[config.mk]
export PLATFORM = sky130hd
export DESIGN_NAME = printf_format_spec_parser_unit
export DESIGN_NICKNAME = d
export VERILOG_FILES = /design/src/rtl/fsp_pkg.sv /design/src/rtl/fsp_front.sv /design/src/rtl/fsp_queue.sv /design/src/rtl/fsp_back.sv /design/src/rtl/printf_format_spec_parser_unit.sv
export SDC_FILE = /design/constraint.sdc
export NUM_CORES = 1
export LEC_CHECK = 0
export BUFFER_PORTS_ARGS = -buffer_cell sky130_fd_sc_hd__buf_2
export CAP_MARGIN = 10
export CORE_MARGIN = 2
export CORE_UTILIZATION = 35
export CTS_CLUSTER_SIZE = 20
export DETAILED_ROUTE_END_ITERATION = 10
export SLEW_MARGIN = 25
export SYNTH_ARGS = -nofsm -noshare
export SYNTH_HDL_FRONTEND = slang
export SYNTH_SLANG_ARGS = --single-unit
[constraint.sdc]
create_clock -name clk -period 8.3 [get_ports clk]
set_input_delay 0.83 -clock clk [delete_from_list [all_inputs] [get_ports clk]]
set_output_delay 0.83 -clock clk [all_outputs]
set_load 0.01 [all_outputs]
[src/rtl/fsp_pkg.sv]
// Types, constants and character helpers of the format specification parser.
package fsp_pkg;

  // Default depth of the queue between the classifier and the executor.
  localparam int FSP_QUEUE_DEPTH = 2;

  localparam logic [7:0] CH_MINUS = 8'h2D;
  localparam logic [7:0] CH_PLUS  = 8'h2B;
  localparam logic [7:0] CH_APOS  = 8'h27;
  localparam logic [7:0] CH_ZERO  = 8'h30;
  localparam logic [7:0] CH_NINE  = 8'h39;
  localparam logic [7:0] CH_HASH  = 8'h23;
  localparam logic [7:0] CH_SPACE = 8'h20;
  localparam logic [7:0] CH_STAR  = 8'h2A;
  localparam logic [7:0] CH_DOT   = 8'h2E;
  localparam logic [7:0] CH_LC_H  = 8'h68;
  localparam logic [7:0] CH_LC_L  = 8'h6C;
  localparam logic [7:0] CH_LC_J  = 8'h6A;
  localparam logic [7:0] CH_UC_L  = 8'h4C;
  localparam logic [7:0] CH_UC_D  = 8'h44;
  localparam logic [7:0] CH_LC_W  = 8'h77;

  localparam logic signed [15:0] NUM_MAX  = 16'sh7FFF;
  localparam logic signed [15:0] NUM_NONE = -16'sd1;
  localparam logic [7:0]         CNT_MAX  = 8'hFF;

  // Length modifier codes.
  localparam logic [3:0] MOD_NONE = 4'd0;
  localparam logic [3:0] MOD_H    = 4'd1;
  localparam logic [3:0] MOD_HH   = 4'd2;
  localparam logic [3:0] MOD_L    = 4'd3;
  localparam logic [3:0] MOD_LL   = 4'd4;
  localparam logic [3:0] MOD_J    = 4'd5;
  localparam logic [3:0] MOD_JJ   = 4'd6;
  localparam logic [3:0] MOD_D    = 4'd7;
  localparam logic [3:0] MOD_W    = 4'd8;

  // Result status codes.
  localparam logic STAT_OK    = 1'b0;
  localparam logic STAT_EARLY = 1'b1;

  // Parse phases, in the order the specification is read.
  typedef enum logic [2:0] {
    PH_FLAGS     = 3'd0,
    PH_WSTART    = 3'd1,
    PH_WDIGITS   = 3'd2,
    PH_PSTART    = 3'd3,
    PH_PAFTERDOT = 3'd4,
    PH_PDIGITS   = 3'd5,
    PH_MOD       = 3'd6
  } fsp_phase_t;

  // What the executor does with one character.
  typedef enum logic [3:0] {
    ACT_FLAG,
    ACT_WSTAR,
    ACT_WDIG_FIRST,
    ACT_WDIG,
    ACT_DOT,
    ACT_PSTAR,
    ACT_PDIG_FIRST,
    ACT_PDIG,
    ACT_MOD,
    ACT_CODE
  } fsp_act_t;

  // One classified character as it travels through the queue.
  typedef struct packed {
    fsp_act_t          act;
    logic [7:0]        ch;
    logic signed [15:0] star_arg;
    logic              eot;
  } fsp_req_t;

  // One result item.
  typedef struct packed {
    logic               status;
    logic [7:0]         conv_code;
    logic [5:0]         flags;
    logic signed [15:0] field_width;
    logic signed [15:0] precision;
    logic [3:0]         length_mod;
    logic [7:0]         consumed_len;
  } fsp_result_t;

  function automatic logic is_digit(input logic [7:0] c);
    return (c >= CH_ZERO) && (c <= CH_NINE);
  endfunction

  function automatic logic is_flag(input logic [7:0] c);
    return (c == CH_MINUS) || (c == CH_PLUS) || (c == CH_APOS) ||
           (c == CH_ZERO) || (c == CH_HASH) || (c == CH_SPACE);
  endfunction

  function automatic logic is_mod_letter(input logic [7:0] c);
    return (c == CH_LC_H) || (c == CH_LC_L) || (c == CH_LC_J) ||
           (c == CH_UC_L) || (c == CH_UC_D) || (c == CH_LC_W);
  endfunction

endpackage

[src/rtl/fsp_front.sv]
// Classifier: tracks the parse phase and tags each character with its action.
module fsp_front
  import fsp_pkg::*;
(
  input  logic               clk,
  input  logic               rst_n,
  input  logic               in_valid,
  output logic               in_ready,
  input  logic [7:0]         in_ch,
  input  logic signed [15:0] in_star_arg,
  input  logic               in_end_of_text,
  output logic               push_valid,
  output fsp_req_t           push_req,
  input  logic               push_ready
);

  fsp_phase_t phase_r, phase_nxt;
  fsp_act_t   act;
  fsp_phase_t act_phase;
  logic       dig;
  logic       accept;

  assign in_ready   = push_ready;
  assign push_valid = in_valid;
  assign accept     = in_valid && push_ready;
  assign dig        = is_digit(in_ch);

  // Phase register.
  always_ff @(posedge clk) begin
    if (!rst_n) begin
      phase_r <= PH_FLAGS;
    end else begin
      phase_r <= phase_nxt;
    end
  end

  // A character skips forward to the first phase that takes it.
  always_comb begin
    if (phase_r == PH_FLAGS && is_flag(in_ch)) begin
      act = ACT_FLAG;       act_phase = PH_FLAGS;
    end else if (phase_r <= PH_WSTART && in_ch == CH_STAR) begin
      act = ACT_WSTAR;      act_phase = PH_PSTART;
    end else if (phase_r <= PH_WSTART && dig) begin
      act = ACT_WDIG_FIRST; act_phase = PH_WDIGITS;
    end else if (phase_r == PH_WDIGITS && dig) begin
      act = ACT_WDIG;       act_phase = PH_WDIGITS;
    end else if (phase_r <= PH_PSTART && in_ch == CH_DOT) begin
      act = ACT_DOT;        act_phase = PH_PAFTERDOT;
    end else if (phase_r == PH_PAFTERDOT && in_ch == CH_STAR) begin
      act = ACT_PSTAR;      act_phase = PH_MOD;
    end else if (phase_r == PH_PAFTERDOT && dig) begin
      act = ACT_PDIG_FIRST; act_phase = PH_PDIGITS;
    end else if (phase_r == PH_PDIGITS && dig) begin
      act = ACT_PDIG;       act_phase = PH_PDIGITS;
    end else if (is_mod_letter(in_ch)) begin
      act = ACT_MOD;        act_phase = PH_MOD;
    end else begin
      act = ACT_CODE;       act_phase = PH_FLAGS;
    end

    // A code or the end of text closes the specification.
    phase_nxt = phase_r;
    if (accept) begin
      if (act == ACT_CODE || in_end_of_text) begin
        phase_nxt = PH_FLAGS;
      end else begin
        phase_nxt = act_phase;
      end
    end

    push_req.act      = act;
    push_req.ch       = in_ch;
    push_req.star_arg = in_star_arg;
    push_req.eot      = in_end_of_text;
  end

endmodule

[src/rtl/fsp_queue.sv]
// Small FIFO that decouples the classifier from the executor.
module fsp_queue
  import fsp_pkg::*;
#(
  parameter int Depth = FSP_QUEUE_DEPTH
) (
  input  logic     clk,
  input  logic     rst_n,
  input  logic     push_valid,
  input  fsp_req_t push_req,
  output logic     push_ready,
  output logic     pop_valid,
  output fsp_req_t pop_req,
  input  logic     pop_ready
);

  localparam int PtrW = $clog2(Depth);
  localparam int CntW = $clog2(Depth + 1);

  fsp_req_t          slot_r [Depth];
  logic [PtrW-1:0]   wr_ptr_r, wr_ptr_nxt;
  logic [PtrW-1:0]   rd_ptr_r, rd_ptr_nxt;
  logic [CntW-1:0]   count_r, count_nxt;
  logic              do_push, do_pop;

  assign push_ready = (count_r != CntW'(Depth));
  assign pop_valid  = (count_r != '0);
  assign pop_req    = slot_r[rd_ptr_r];
  assign do_push    = push_valid && push_ready;
  assign do_pop     = pop_valid && pop_ready;

  // Pointer and fill count update.
  always_comb begin
    wr_ptr_nxt = wr_ptr_r;
    rd_ptr_nxt = rd_ptr_r;
    count_nxt  = count_r;
    if (do_push) begin
      wr_ptr_nxt = (wr_ptr_r == PtrW'(Depth - 1)) ? '0 : wr_ptr_r + 1'b1;
    end
    if (do_pop) begin
      rd_ptr_nxt = (rd_ptr_r == PtrW'(Depth - 1)) ? '0 : rd_ptr_r + 1'b1;
    end
    if (do_push && !do_pop) begin
      count_nxt = count_r + 1'b1;
    end else if (do_pop && !do_push) begin
      count_nxt = count_r - 1'b1;
    end
  end

  always_ff @(posedge clk) begin
    if (!rst_n) begin
      wr_ptr_r <= '0;
      rd_ptr_r <= '0;
      count_r  <= '0;
    end else begin
      wr_ptr_r <= wr_ptr_nxt;
      rd_ptr_r <= rd_ptr_nxt;
      count_r  <= count_nxt;
    end
  end

  // Entry storage, no reset needed.
  always_ff @(posedge clk) begin
    if (do_push) begin
      slot_r[wr_ptr_r] <= push_req;
    end
  end

endmodule

[src/rtl/fsp_back.sv]
// Executor: applies classified characters to the specification state and emits results.
module fsp_back
  import fsp_pkg::*;
(
  input  logic        clk,
  input  logic        rst_n,
  input  logic        pop_valid,
  input  fsp_req_t    pop_req,
  output logic        pop_ready,
  output logic        out_valid,
  input  logic        out_ready,
  output fsp_result_t out_res
);

  logic [5:0]         flags_r, flags_nxt;
  logic signed [15:0] width_r, width_nxt;
  logic signed [15:0] prec_r, prec_nxt;
  logic [3:0]         mod_r, mod_nxt;
  logic [1:0]         half_r, half_nxt;
  logic [1:0]         long_r, long_nxt;
  logic [1:0]         imax_r, imax_nxt;
  logic [7:0]         cnt_r, cnt_nxt;
  logic               out_valid_r, out_valid_nxt;
  fsp_result_t        res_r, res_nxt;

  logic               emits;
  logic               do_pop;
  logic [7:0]         cnt_inc;
  logic [3:0]         mod_final;
  logic signed [15:0] star;

  // acc * 10 + digit, saturated to the largest short value.
  function automatic logic signed [15:0] add_digit(input logic signed [15:0] acc,
                                                   input logic [7:0] c);
    logic [19:0] sum;
    sum = {1'b0, acc[15:0], 3'b000} + {3'b000, acc[15:0], 1'b0} + {12'd0, c - CH_ZERO};
    return (sum > 20'(NUM_MAX)) ? NUM_MAX : sum[15:0];
  endfunction

  function automatic logic [5:0] flag_mask(input logic [7:0] c);
    logic [5:0] m;
    m = '0;
    m[0] = (c == CH_MINUS);
    m[1] = (c == CH_PLUS);
    m[2] = (c == CH_APOS);
    m[3] = (c == CH_ZERO);
    m[4] = (c == CH_HASH);
    m[5] = (c == CH_SPACE);
    return m;
  endfunction

  function automatic logic [1:0] bump(input logic [1:0] n);
    return (n < 2'd2) ? n + 2'd1 : 2'd2;
  endfunction

  assign star      = pop_req.star_arg;
  assign emits     = (pop_req.act == ACT_CODE) || pop_req.eot;
  assign pop_ready = !emits || !out_valid_r || out_ready;
  assign do_pop    = pop_valid && pop_ready;
  assign cnt_inc   = (cnt_r == CNT_MAX) ? CNT_MAX : cnt_r + 8'd1;
  assign out_valid = out_valid_r;
  assign out_res   = res_r;

  // Doubled letters override the last letter, later checks winning.
  always_comb begin
    mod_final = mod_r;
    if (half_r > 2'd1) mod_final = MOD_HH;
    if (long_r > 2'd1) mod_final = MOD_LL;
    if (imax_r > 2'd1) mod_final = MOD_JJ;
  end

  // State update for one popped character.
  always_comb begin
    flags_nxt     = flags_r;
    width_nxt     = width_r;
    prec_nxt      = prec_r;
    mod_nxt       = mod_r;
    half_nxt      = half_r;
    long_nxt      = long_r;
    imax_nxt      = imax_r;
    cnt_nxt       = cnt_r;
    res_nxt       = res_r;
    out_valid_nxt = out_valid_r && !out_ready;

    if (do_pop) begin
      cnt_nxt = cnt_inc;
      unique case (pop_req.act)
        ACT_FLAG: begin
          flags_nxt = flags_r | flag_mask(pop_req.ch);
        end
        ACT_WSTAR: begin
          if (star[15]) begin
            flags_nxt[0] = ~flags_r[0];
            width_nxt    = (star == -16'sd32768) ? NUM_MAX : -star;
          end else begin
            width_nxt = star;
          end
        end
        ACT_WDIG_FIRST: width_nxt = add_digit('0, pop_req.ch);
        ACT_WDIG:       width_nxt = add_digit(width_r, pop_req.ch);
        ACT_DOT:        prec_nxt  = '0;
        ACT_PSTAR:      prec_nxt  = star[15] ? NUM_NONE : star;
        ACT_PDIG_FIRST: prec_nxt  = add_digit('0, pop_req.ch);
        ACT_PDIG:       prec_nxt  = add_digit(prec_r, pop_req.ch);
        ACT_MOD: begin
          priority if (pop_req.ch == CH_LC_H) begin
            mod_nxt  = MOD_H;
            half_nxt = bump(half_r);
          end else if (pop_req.ch == CH_LC_L) begin
            mod_nxt  = MOD_L;
            long_nxt = bump(long_r);
          end else if (pop_req.ch == CH_LC_J) begin
            mod_nxt  = MOD_J;
            imax_nxt = bump(imax_r);
          end else if (pop_req.ch == CH_UC_L) begin
            mod_nxt = MOD_LL;
          end else if (pop_req.ch == CH_UC_D) begin
            mod_nxt = MOD_D;
          end else begin
            mod_nxt = MOD_W;
          end
        end
        ACT_CODE: begin
          res_nxt.status       = STAT_OK;
          res_nxt.conv_code    = pop_req.ch;
          res_nxt.flags        = flags_r;
          res_nxt.field_width  = width_r;
          res_nxt.precision    = prec_r;
          res_nxt.length_mod   = mod_final;
          res_nxt.consumed_len = cnt_inc;
        end
        default: ;
      endcase

      // Text ended before a code: report an incomplete specification.
      if (pop_req.act != ACT_CODE && pop_req.eot) begin
        res_nxt.status       = STAT_EARLY;
        res_nxt.conv_code    = '0;
        res_nxt.flags        = '0;
        res_nxt.field_width  = NUM_NONE;
        res_nxt.precision    = NUM_NONE;
        res_nxt.length_mod   = MOD_NONE;
        res_nxt.consumed_len = cnt_inc;
      end

      // Either result restarts the parse.
      if (emits) begin
        out_valid_nxt = 1'b1;
        flags_nxt     = '0;
        width_nxt     = NUM_NONE;
        prec_nxt      = NUM_NONE;
        mod_nxt       = MOD_NONE;
        half_nxt      = '0;
        long_nxt      = '0;
        imax_nxt      = '0;
        cnt_nxt       = '0;
      end
    end
  end

  always_ff @(posedge clk) begin
    if (!rst_n) begin
      flags_r     <= '0;
      width_r     <= NUM_NONE;
      prec_r      <= NUM_NONE;
      mod_r       <= MOD_NONE;
      half_r      <= '0;
      long_r      <= '0;
      imax_r      <= '0;
      cnt_r       <= '0;
      out_valid_r <= 1'b0;
    end else begin
      flags_r     <= flags_nxt;
      width_r     <= width_nxt;
      prec_r      <= prec_nxt;
      mod_r       <= mod_nxt;
      half_r      <= half_nxt;
      long_r      <= long_nxt;
      imax_r      <= imax_nxt;
      cnt_r       <= cnt_nxt;
      out_valid_r <= out_valid_nxt;
    end
  end

  // Result payload register.
  always_ff @(posedge clk) begin
    res_r <= res_nxt;
  end

endmodule

[src/rtl/printf_format_spec_parser_unit.sv]
// Each accepted character passes through the queue; results come from the executor's register.
// Throughput: one character per cycle while the queue has room; the executor retires one
// queue entry per cycle and stalls only when a pending result meets a full output register.
// The queue depth (QueueDepth) sets how many characters can wait behind a stalled result.
// Reset is synchronous active low and returns the parser to the flags phase.
module printf_format_spec_parser_unit
  import fsp_pkg::*;
#(
  parameter int QueueDepth = FSP_QUEUE_DEPTH
) (
  input  logic               clk,
  input  logic               rst_n,
  input  logic               in_valid,
  output logic               in_ready,
  input  logic [7:0]         in_ch,
  input  logic signed [15:0] in_star_arg,
  input  logic               in_end_of_text,
  output logic               out_valid,
  input  logic               out_ready,
  output logic               out_status,
  output logic [7:0]         out_conv_code,
  output logic               out_left_justify,
  output logic               out_plus_sign,
  output logic               out_group_thousands,
  output logic               out_zero_fill,
  output logic               out_alt_form,
  output logic               out_space_sign,
  output logic signed [15:0] out_field_width,
  output logic signed [15:0] out_precision,
  output logic [3:0]         out_length_mod,
  output logic [7:0]         out_consumed_len
);

  logic        push_valid, push_ready;
  fsp_req_t    push_req;
  logic        pop_valid, pop_ready;
  fsp_req_t    pop_req;
  fsp_result_t res;

  fsp_front u_front (
    .clk            (clk),
    .rst_n          (rst_n),
    .in_valid       (in_valid),
    .in_ready       (in_ready),
    .in_ch          (in_ch),
    .in_star_arg    (in_star_arg),
    .in_end_of_text (in_end_of_text),
    .push_valid     (push_valid),
    .push_req       (push_req),
    .push_ready     (push_ready)
  );

  fsp_queue #(
    .Depth (QueueDepth)
  ) u_queue (
    .clk        (clk),
    .rst_n      (rst_n),
    .push_valid (push_valid),
    .push_req   (push_req),
    .push_ready (push_ready),
    .pop_valid  (pop_valid),
    .pop_req    (pop_req),
    .pop_ready  (pop_ready)
  );

  fsp_back u_back (
    .clk       (clk),
    .rst_n     (rst_n),
    .pop_valid (pop_valid),
    .pop_req   (pop_req),
    .pop_ready (pop_ready),
    .out_valid (out_valid),
    .out_ready (out_ready),
    .out_res   (res)
  );

  // Unpack the result register onto the output ports.
  assign out_status          = res.status;
  assign out_conv_code       = res.conv_code;
  assign out_left_justify    = res.flags[0];
  assign out_plus_sign       = res.flags[1];
  assign out_group_thousands = res.flags[2];
  assign out_zero_fill       = res.flags[3];
  assign out_alt_form        = res.flags[4];
  assign out_space_sign      = res.flags[5];
  assign out_field_width     = res.field_width;
  assign out_precision       = res.precision;
  assign out_length_mod      = res.length_mod;
  assign out_consumed_len    = res.consumed_len;

endmodule

==> out/qor.csv, run 1 <==
metric;value;unit
Skew-Pair Late Insertion Delay;440;ps
Cell variety after synth;94;
Starting DRT DRC Count;635;
fin crit share;68.9;%
Initial Util;35.8;%
Clock Skews;11.9;ps
Root Buffer;clkbuf_16;
Worst IR Drop VDD;0.211;mV
num rows;63;
Multi-input gate area;5480;sq um
post-CTS setup buffers;0;
CTS Buffer Depth;2;
area delta synth->final;13.1;%
TNS Setup;0;ps
Die Y;179;microns
Synth Area in XOR/XNOR;2.46;%
Max Cap Viol;0;
GR Overflow Total;0;
end point of the critical path;u_back.width_r[7];
post_cts resized;0;
hold slack final;476;ps
Gate power share;56.0;%
#FFs+latches synth;182;
RR Endpoint;u_back.width_r[7];
arrival time at the worst endpoint;6000;ps
Initial DRT Pass Iterations;5;
Total Wirelength;26.3;mm
Setup Viol. Count Final;0;
die width;179;microns
Clock Power Share;17.1;%
Worst Reg2Reg Path Length in Cells;16;
CTS tree;built;
DP HPWL;19.9;mm
Ys Warns;0;
register area;4820;sq um
Synth Area per Inst;10.2;sq um
WS Path Type;reg -> reg;
R2R setup slack;2580;ps
pin count of the biggest net entering global routing;60;
via count;8188;
# diodes;0;
H-Tree Depth;4;
Tmin final;5720;ps
layout cells sized above 1;16.2;%
crit-path max FO;34;
hold-fix buffers at CTS;0;
Final Hold Fails;0;
average vias per placed instance;5.33;
Worst-Margin Slew;816;ps
Core ar.;29800;sq um
Hold Path Stages;2;
Port Buffers;89;
initial antenna violation count;1;
compound-gate portion of the synthesized area;18.0;%
Hold Crit Class;reg -> reg;
IO Count;90;
Synth Area in Simple Gates;17.4;%
Slew Limit Fails;0;
Avg WL per Cell;17.1;microns
fillers;2924;
max_slew headroom;45.6;%
largest family of logic cells by synthesized area;compound AO/OA/AOI/OAI gates;
post-synthesis adder-cell area fraction;9.28;%
Int Power;2.56;mW
most common flop cell mapped by yosys;edfxtp_1;
Syn Std Cell Area;10700;sq um
multiplexer area fraction after synthesis;3.93;%
Seq pwr share;27.0;%
Antenna Nets Post-Route;0;
startpoint class of the critical path;register;
Reg clk slew, reported paths;70;ps
total track usage;16.8;%
number of global-route vias before repair;7813;
Peak Freq;175;MHz
Num CTS Buffers;17;
Sw Share;45.3;%
syn nets;1151;
# DRC;0;
Num Clock Sinks;182;
register area share after synthesis;45.1;%
first-pass GRT wire length;41.6;mm
status;completed;
GP Congestion;0.919;
Leakage;4.45;nW
Req. time, crit path;8580;ps
Post-synth EDFFs;117;
Async SR Flop Fraction;0;%
unrepaired setup endpoints after global routing;false;
die area;31900;sq um
P_sw;2.12;mW
CP endpoint kind;register;
pwr dens;387;nW/um^2
Synth Instances;1050;
nets;1235;
-- flip-flops by register name (all words and copies together), names as in the netlist, named ones only --
signal / count
u_back.long_r: 2
u_back.out_res: 59
u_queue.wr_ptr_r: 1
u_back.width_r: 16
u_back.mod_r: 4
u_back.half_r: 2
u_back.out_valid: 1
u_back.flags_r: 6
u_queue.rd_ptr_r: 1
u_queue.slot_r: 58
u_queue.count_r: 2
u_back.prec_r: 16
u_back.cnt_r: 8
u_front.phase_r: 3
u_back.imax_r: 2
-- critical path: stages (launching register included) --
cell	delay [ps]
dfxtp_2	650
buf_4	510
mux2i_1	470
inv_1	120
ha_1	220
xnor2_1	600
fa_1	540
inv_1	70
ha_1	280
o211ai_1	150
a21boi_0	280
nand2_1	140
o21ai_0	310
xnor2_1	160
o2111ai_1	350
o31ai_4	540
a31oi_1	150
-- metal layers --
layer,global-route usage (%),part of all wire [%],vias to the layer above
met4,4.95,1.7,2
met2,25.9,45,215
met5,0,0.042,-
met1,24.2,49,3889
met3,2.56,4.5,34
li1,-,-,4048
-- kinds of logic (layout without fill, tap and decap cells) --
logic type	Yosys count	count (layout)
AND/OR/NAND/NOR	362	362
AO/OA/AOI/OAI	279	279
flip-flops	182	182
buffers and inverters	88	185
adder cells (fa/ha/maj)	72	72
multiplexers	37	37
XOR/XNOR	30	30
-- synthesized netlist by cell type (all sizes together) (16+ instances only) --
library cell	n	area [sq um]
dfxtp	65	1300
inv	57	214
xnor2	17	149
ha	60	751
nand2b	35	221
o21ai	61	317
edfxtp	117	3510
nor2b	19	119
buf	16	133
and2	21	131
mux2i	30	340
nand2	75	284
a21oi	79	425
nor2	108	413
nor3	26	130
nand3	23	115
-- metrics by stage --
stage / setup WS, ps / util [%] / area, sq um / std cells / power (mW)
6_report: 2580 / 40.5 / 12100 / 1537 / 4.68
5_1_grt: 2240 / 40.5 / 12100 / 1537 / 5.03
4_1_cts: 2710 / 40.5 / 12100 / 1537 / 4.67
3_5_place_dp: 2770 / 38.5 / 11500 / 1505 / 3.85
3_3_place_gp: 2950 / 38.5 / 11500 / 1505 / 3.84
2_1_floorplan: 2230 / - / 10700 / 1050 / 3.24
-- power by group through the flow --
stage | Clock [mW] | Combinational, mW | Sequential [mW]
4_1_cts | 0.815 | 2.60 | 1.26
3_5_place_dp | 0 | 2.57 | 1.28
3_3_place_gp | 0 | 2.56 | 1.28
2_1_floorplan | 0 | 1.95 | 1.29
6_report | 0.798 | 2.62 | 1.26
5_1_grt | 0.852 | 2.90 | 1.28
-- area by class of cell --
type                       count  area share [%]
inverter                      57            1.77
sequential                   182            39.9
tap                          390            4.04
clock buffer                  17            3.52
multi-input combinational    780            45.4
timing repair buffer          96            4.13
clock inverter                15            1.25
-- cell usage in the layout (no fill, tap or decap), types with 5 or more instances in the layout --
cell type  instances
a211oi_1           8
a21boi_0           7
a21o_1            12
a21oi_1           73
a21oi_2            5
a221oi_1           5
a22oi_1            9
a31oi_1           15
and2_1            20
and3_1             8
buf_2             89
buf_4              7
clkbuf_16         17
dfxtp_1           64
edfxtp_1         117
fa_1              12
ha_1              60
inv_1             55
inv_6              5
mux2_2             7
mux2i_1           23
nand2_1           74
nand2b_1          34
nand3_1           23
nand4_1            8
nor2_1           105
nor2b_1           19
nor3_1            25
nor4_1             7
o211ai_1           8
o21a_1            14
o21ai_0           51
o21ai_1            7
o22ai_1            6
o32ai_1            6
o41ai_1            6
or3_1              6
xnor2_1           17
xor2_1            13
-- how the worst min path moves through the flow --
stage                            startpoint  slack (ps)                 to
after global routing      u_back.flags_r[4]         490  u_back.flags_r[4]
after global placement    u_back.flags_r[2]         450  u_back.flags_r[2]
final                     u_back.flags_r[1]         480  u_back.flags_r[1]
after detailed placement  u_back.flags_r[4]         450  u_back.flags_r[4]
after floorplan           u_back.flags_r[3]         430  u_back.flags_r[3]
after CTS                 u_back.flags_r[4]         470  u_back.flags_r[4]
Note: power is estimated with default switching activity, not from simulation.
==> run 2: changes to the inputs <==
- clock period: 8.3 -> 5.3 ns (I/O delays scaled with it)
==> run 2 against run 1 <==
Final area is 0.62% higher. Setup slack worse by 2000 ps. Combinational power is 59% higher. Die area stayed put. Sequential share of layout area is 0.25 points lower. Critical path type unchanged. Core utilization is 0.25 points higher. First-iteration DRC count is 7.4% lower. Flip-flop and latch count stayed put. Non-clock buffer count is 5 higher.
==> out/qor.csv, run 2 (synthesized netlist as in run 1, its figures left out) <==
metric;value;unit;change
num rows;63;;unchanged
Port Buffers;89;;unchanged
IO Count;90;;unchanged
startpoint class of the critical path;register;;unchanged
pin count of the biggest net entering global routing;60;;unchanged
Final Hold Fails;0;;unchanged
crit-path max FO;10;;was 34
GR Overflow Total;0;;unchanged
Worst-Margin Slew;883;ps;was 816 ps
Leakage;4.48;nW;was 4.45 nW
CP endpoint kind;register;;unchanged
layout cells sized above 1;16.6;%;was 16.2%
TNS Setup;0;ps;unchanged
number of global-route vias before repair;7969;;was 7813
Slew Limit Fails;0;;unchanged
total track usage;17.2;%;was 16.8%
post_cts resized;0;;unchanged
die width;179;microns;unchanged
post-route cell area;12100;sq um;about the same
unrepaired setup endpoints after global routing;false;;unchanged
initial antenna violation count;0;;was 1
WS Path Type;reg -> reg;;unchanged
hold slack final;269;ps;was 476 ps
H-Tree Depth;4;;unchanged
# diodes;0;;unchanged
Tmin final;4730;ps;was 5720 ps
nets;1240;;was 1235
# DRC;0;;unchanged
arrival time at the worst endpoint;5050;ps;was 6000 ps
Worst Hold End;u_queue.slot_r[0][11];;was u_back.flags_r[1]
Die Y;179;microns;unchanged
Peak Freq;211;MHz;was 175 MHz
DP HPWL;20.1;mm;was 19.9 mm
Starting DRT DRC Count;588;;was 635
Total Wirelength;26.5;mm;was 26.3 mm
average vias per placed instance;5.37;;was 5.33
area delta synth->final;13.8;%;was 13.1%
Hold Path Stages;1;;was 2
Core ar.;29800;sq um;unchanged
Placed Area;11500;sq um;about the same
register area;4820;sq um;unchanged
Multi-input gate area;5480;sq um;about the same
hold-fix buffers at CTS;0;;unchanged
Clock Skews;12.6;ps;was 11.9 ps
Req. time, crit path;5610;ps;was 8580 ps
CTS Buffer Depth;2;;unchanged
Hold Crit Class;in -> reg;;was reg -> reg
number of flip-flops in the largest register;59;;unchanged
pwr dens;611;nW/um^2;was 387 nW/um^2
Root Buffer;clkbuf_16;;unchanged
Worst IR Drop VDD;0.285;mV;was 0.211 mV
RR Endpoint;u_back.width_r[1];;was u_back.width_r[7]
Initial DRT Pass Iterations;9;;was 5
via count;8282;;was 8188
GP Congestion;0.905;;was 0.919
R2R setup slack;570;ps;was 2580 ps
HP Start;in_star_arg[10];;was u_back.flags_r[1]
CTS tree;built;;unchanged
Reg clk slew, reported paths;80;ps;was 70 ps
post-CTS setup buffers;0;;unchanged
status;completed;;unchanged
max_slew headroom;41.1;%;was 45.6%
Num CTS Buffers;17;;unchanged
Worst Reg2Reg Path Length in Cells;15;;was 16
Num Clock Sinks;182;;unchanged
fillers;2933;;was 2924
first-pass GRT wire length;42.5;mm;was 41.6 mm
Pwr Total;7.42;mW;was 4.68 mW
commonest non-fill, non-tap cell in the layout;edfxtp_1;;unchanged
fin worst setup slack;567;ps;was 2580 ps
Antenna Nets Post-Route;0;;unchanged
most frequent cells in the layout;edfxtp_1, nor2_1, buf_2;;unchanged
die area;31900;sq um;unchanged
Skew-Pair Late Insertion Delay;450;ps;was 440 ps
Setup Viol. Count Final;0;;unchanged
Placement Setup Slack;604;ps;was 2770 ps
Max Cap Viol;0;;unchanged
fin crit share;89.3;%;was 68.9%
Avg WL per Cell;17.2;microns;was 17.1 microns
Initial Util;35.8;%;unchanged
-- run 2: cell count changes in the layout (fill, tap and decap cells not counted) --
cell,previous run,this run
buf_4,7,12
inv_6,5,2
clkinv_8,1,3
bufinv_16,0,1
inv_12,1,0
inv_8,4,5
nor3_2,1,0
nor3_4,0,1
-- run 2: area by class of cell --
type / instances / area share, %
multi-input combinational: 780 / 45.2
sequential: 182 / 39.7
timing repair buffer: 101 / 4.41
tap: 390 / 4.02
clock buffer: 17 / 3.50
inverter: 57 / 1.76
clock inverter: 15 / 1.50
-- run 2: how the worst max path moves through the flow --
stage / startpoint / to / depth (start not counted)
final: register / u_back.width_r[1] / 15
after global routing: register / u_back.width_r[1] / 15
after CTS: register / u_back.width_r[1] / 15
after detailed placement: register / u_back.width_r[1] / 15
after global placement: register / u_back.width_r[1] / 15
after floorplan: register / u_back.width_r[1] / 18
-- run 2: worst max-delay path, stage by stage (launching register included) --
cell,delay [ps]
dfxtp_2,370
mux2i_1,480
inv_1,260
ha_1,290
xnor2_1,330
fa_1,480
inv_1,80
ha_1,290
o211ai_1,170
a21boi_0,260
nand2_1,130
o21ai_0,310
xnor2_1,160
o2111ai_1,340
o31ai_4,520
a31oi_1,130
-- run 2: routing by layer --
layer  routed length [microns]  global-route usage (%)
met4                       434                    5.32
met2                     11700                    25.8
met1                     12900                    24.9
met5                         0                       0
met3                      1410                    3.11
-- run 2: stage by stage --
| stage | utilization, % | instances |
|---|---|---|
| after floorplan | - | 1050 |
| after global placement | 38.7 | 1510 |
| after detailed placement | 38.7 | 1510 |
| after CTS | 40.7 | 1542 |
| after global routing | 40.8 | 1542 |
| final | 40.8 | 1542 |
-- run 2: where the power goes --
group	internal, mW	switching (mW)	leakage, nW
Combinational	1.59	2.57	2.65
Sequential	1.81	0.141	1.54
Clock	0.678	0.623	0.296
Total	4.09	3.34	4.48
==> run 3: changes to the inputs <==
- MAX_ROUTING_LAYER: default -> met4
- SKIP_LAST_GASP: default -> 1
==> run 3 against run 2 <==
Die area unchanged. Combinational power is 1% higher. Clock skew rose by 1.6 ps. Largest cell class unchanged. First-iteration DRC count up 16%. Worst hold slack better by 7.0 ps. Sequential share of layout area stayed put. Final cell count is the same. Critical path depth unchanged. Highest routed layer unchanged. Routed wire length rose by 2.2%. Sequential power is essentially flat. Fmax grew 0.64%. Global-route usage is 0.63 points higher.
==> out/qor.csv, run 3 (synthesized netlist as in run 1, its figures left out) <==
metric;value;unit;change
Worst path max stage delay;540;ps;was 520 ps
die area;31900;sq um;unchanged
hold-fix buffers at CTS;0;;unchanged
Die Y;179;microns;unchanged
post_cts resized;0;;unchanged
Root Buffer;clkbuf_16;;unchanged
R2R setup slack;600;ps;was 570 ps
Num CTS Buffers;17;;unchanged
# diodes;0;;unchanged
Tmin final;4700;ps;was 4730 ps
pwr dens;614;nW/um^2;was 611 nW/um^2
Leakage;4.48;nW;about the same
Hold Crit Class;in -> reg;;unchanged
average vias per placed instance;5.37;;about the same
IO Count;90;;unchanged
GP Congestion;0.889;;was 0.905
fin crit share;88.7;%;was 89.3%
Initial DRT Pass Iterations;5;;was 9
CTS Buffer Depth;2;;unchanged
CTS tree;built;;unchanged
Worst IR Drop VDD;0.291;mV;was 0.285 mV
pin count of the biggest net entering global routing;60;;unchanged
Worst path slowest cell;o31ai_4;;unchanged
Placed Area;11500;sq um;unchanged
post-CTS setup buffers;0;;unchanged
Avg WL per Cell;17.5;microns;was 17.2 microns
Worst Hold End;u_queue.slot_r[0][1];;was u_queue.slot_r[0][11]
critical-path cell list;mux2i_1 -> inv_1 -> ha_1 -> xnor2_1 -> fa_1 -> inv_1 -> ha_1 -> o211ai_1 -> a21boi_0 -> nand2_1 -> o21ai_0 -> xnor2_1 -> o2111ai_1 -> o31ai_4 -> a21oi_1;;was mux2i_1 -> inv_1 -> ha_1 -> xnor2_1 -> fa_1 -> inv_1 -> ha_1 -> o211ai_1 -> a21boi_0 -> nand2_1 -> o21ai_0 -> xnor2_1 -> o2111ai_1 -> o31ai_4 -> a31oi_1
most frequent cells in the layout;edfxtp_1, nor2_1, buf_2;;unchanged
# DRC;0;;unchanged
RR Endpoint;u_back.width_r[11];;was u_back.width_r[1]
Core ar.;29800;sq um;unchanged
crit-path max FO;10;;unchanged
layout cells sized above 1;16.6;%;unchanged
area delta synth->final;13.8;%;unchanged
Clock Skews;14.2;ps;was 12.6 ps
DP HPWL;20.4;mm;was 20.1 mm
Worst-Margin Slew;896;ps;was 883 ps
TNS Setup;0;ps;unchanged
first-pass GRT wire length;42.6;mm;was 42.5 mm
total track usage;17.8;%;was 17.2%
Antenna Nets Post-Route;0;;unchanged
num rows;63;;unchanged
arrival time at the worst endpoint;5000;ps;was 5050 ps
Total Wirelength;27.1;mm;was 26.5 mm
unrepaired setup endpoints after global routing;false;;unchanged
Final Hold Fails;0;;unchanged
Worst Reg2Reg Path Length in Cells;15;;unchanged
Max Cap Viol;0;;unchanged
Num Clock Sinks;182;;unchanged
H-Tree Depth;4;;unchanged
HP Start;in_star_arg[0];;was in_star_arg[10]
Starting DRT DRC Count;682;;was 588
Req. time, crit path;5600;ps;was 5610 ps
WS Path Type;reg -> reg;;unchanged
max_slew headroom;40.3;%;was 41.1%
number of global-route vias before repair;7837;;was 7969
Skew-Pair Late Insertion Delay;440;ps;was 450 ps
Peak Freq;213;MHz;was 211 MHz
Hold Path Stages;1;;unchanged
GR Overflow Total;0;;unchanged
Slew Limit Fails;0;;unchanged
initial antenna violation count;0;;unchanged
commonest non-fill, non-tap cell in the layout;edfxtp_1;;unchanged
number of flip-flops in the largest register;59;;unchanged
status;completed;;unchanged
nets;1240;;unchanged
Initial Util;35.8;%;unchanged
post-route cell area;12100;sq um;unchanged
startpoint class of the critical path;register;;unchanged
via count;8275;;was 8282
Reg clk slew, reported paths;80;ps;about the same
die width;179;microns;unchanged
CP endpoint kind;register;;unchanged
Setup Viol. Count Final;0;;unchanged
Port Buffers;89;;unchanged
run 3: cell count changes in the layout (fill, tap and decap cells not counted):
| cell | delta |
|---|---|
| clkinvlp_4 | +1 |
| clkinv_8 | +1 |
| inv_6 | +3 |
| clkinv_2 | -1 |
| inv_8 | -4 |
run 3: metal layers:
| layer | wire length [microns] | track usage [%] | share of wire [%] | up-vias |
|---|---|---|---|---|
| met4 | 281 | 4.34 | 1.0 | 0 |
| met3 | 1290 | 2.90 | 4.8 | 17 |
| met5 | 0 | - | 0 | - |
| met1 | 13300 | 24.7 | 49 | 3975 |
| met2 | 12200 | 27.1 | 45 | 221 |
| li1 | - | - | - | 4062 |
run 3: final cells by class:
class	instances	area (sq um)
Tap cell	390	488
Timing Repair Buffer	101	536
Multi-Input combinational cell	780	5480
Fill cell	2954	17700
Inverter	57	214
Sequential cell	182	4820
Clock inverter	15	183
Clock buffer	17	425
run 3: how the worst max path moves through the flow:
stage	cells past startpoint	slack (ps)	to	startpoint
2_1_floorplan	18	860	u_back.width_r[1]	register
3_3_place_gp	15	800	u_back.width_r[1]	register
3_5_place_dp	15	720	u_back.width_r[1]	register
4_1_cts	15	630	u_back.width_r[11]	register
5_1_grt	15	280	u_back.width_r[1]	register
6_report	15	600	u_back.width_r[11]	register
run 3: stage by stage:
stage	util (%)	cells	hold WS (ps)	setup slack (ps)	total power [mW]
2_1_floorplan	-	1050	428	860	5.07
3_3_place_gp	38.7	1510	453	805	6.08
3_5_place_dp	38.7	1510	458	721	6.10
4_1_cts	40.7	1542	251	630	7.45
5_1_grt	40.8	1542	262	278	8.02
6_report	40.8	1542	276	597	7.46
run 3: where the power goes:
| group | switching [mW] | total (mW) | internal [mW] |
|---|---|---|---|
| Combinational | 2.61 | 4.21 | 1.59 |
| Clock | 0.622 | 1.30 | 0.675 |
| Sequential | 0.142 | 1.96 | 1.81 |
run 3: critical path, delay by kind of cell, from the launching register on:
| kind | cells | cell delay [ps] |
|---|---|---|
| AOI/OAI and AO/OA | 6 | 1780 |
| xor gates and xnor gates | 2 | 490 |
| adders and majority gates | 3 | 1020 |
| buffers and inverters | 2 | 300 |
| DFF | 1 | 360 |
| muxes | 1 | 480 |
| and+or+nand+nor | 1 | 130 |
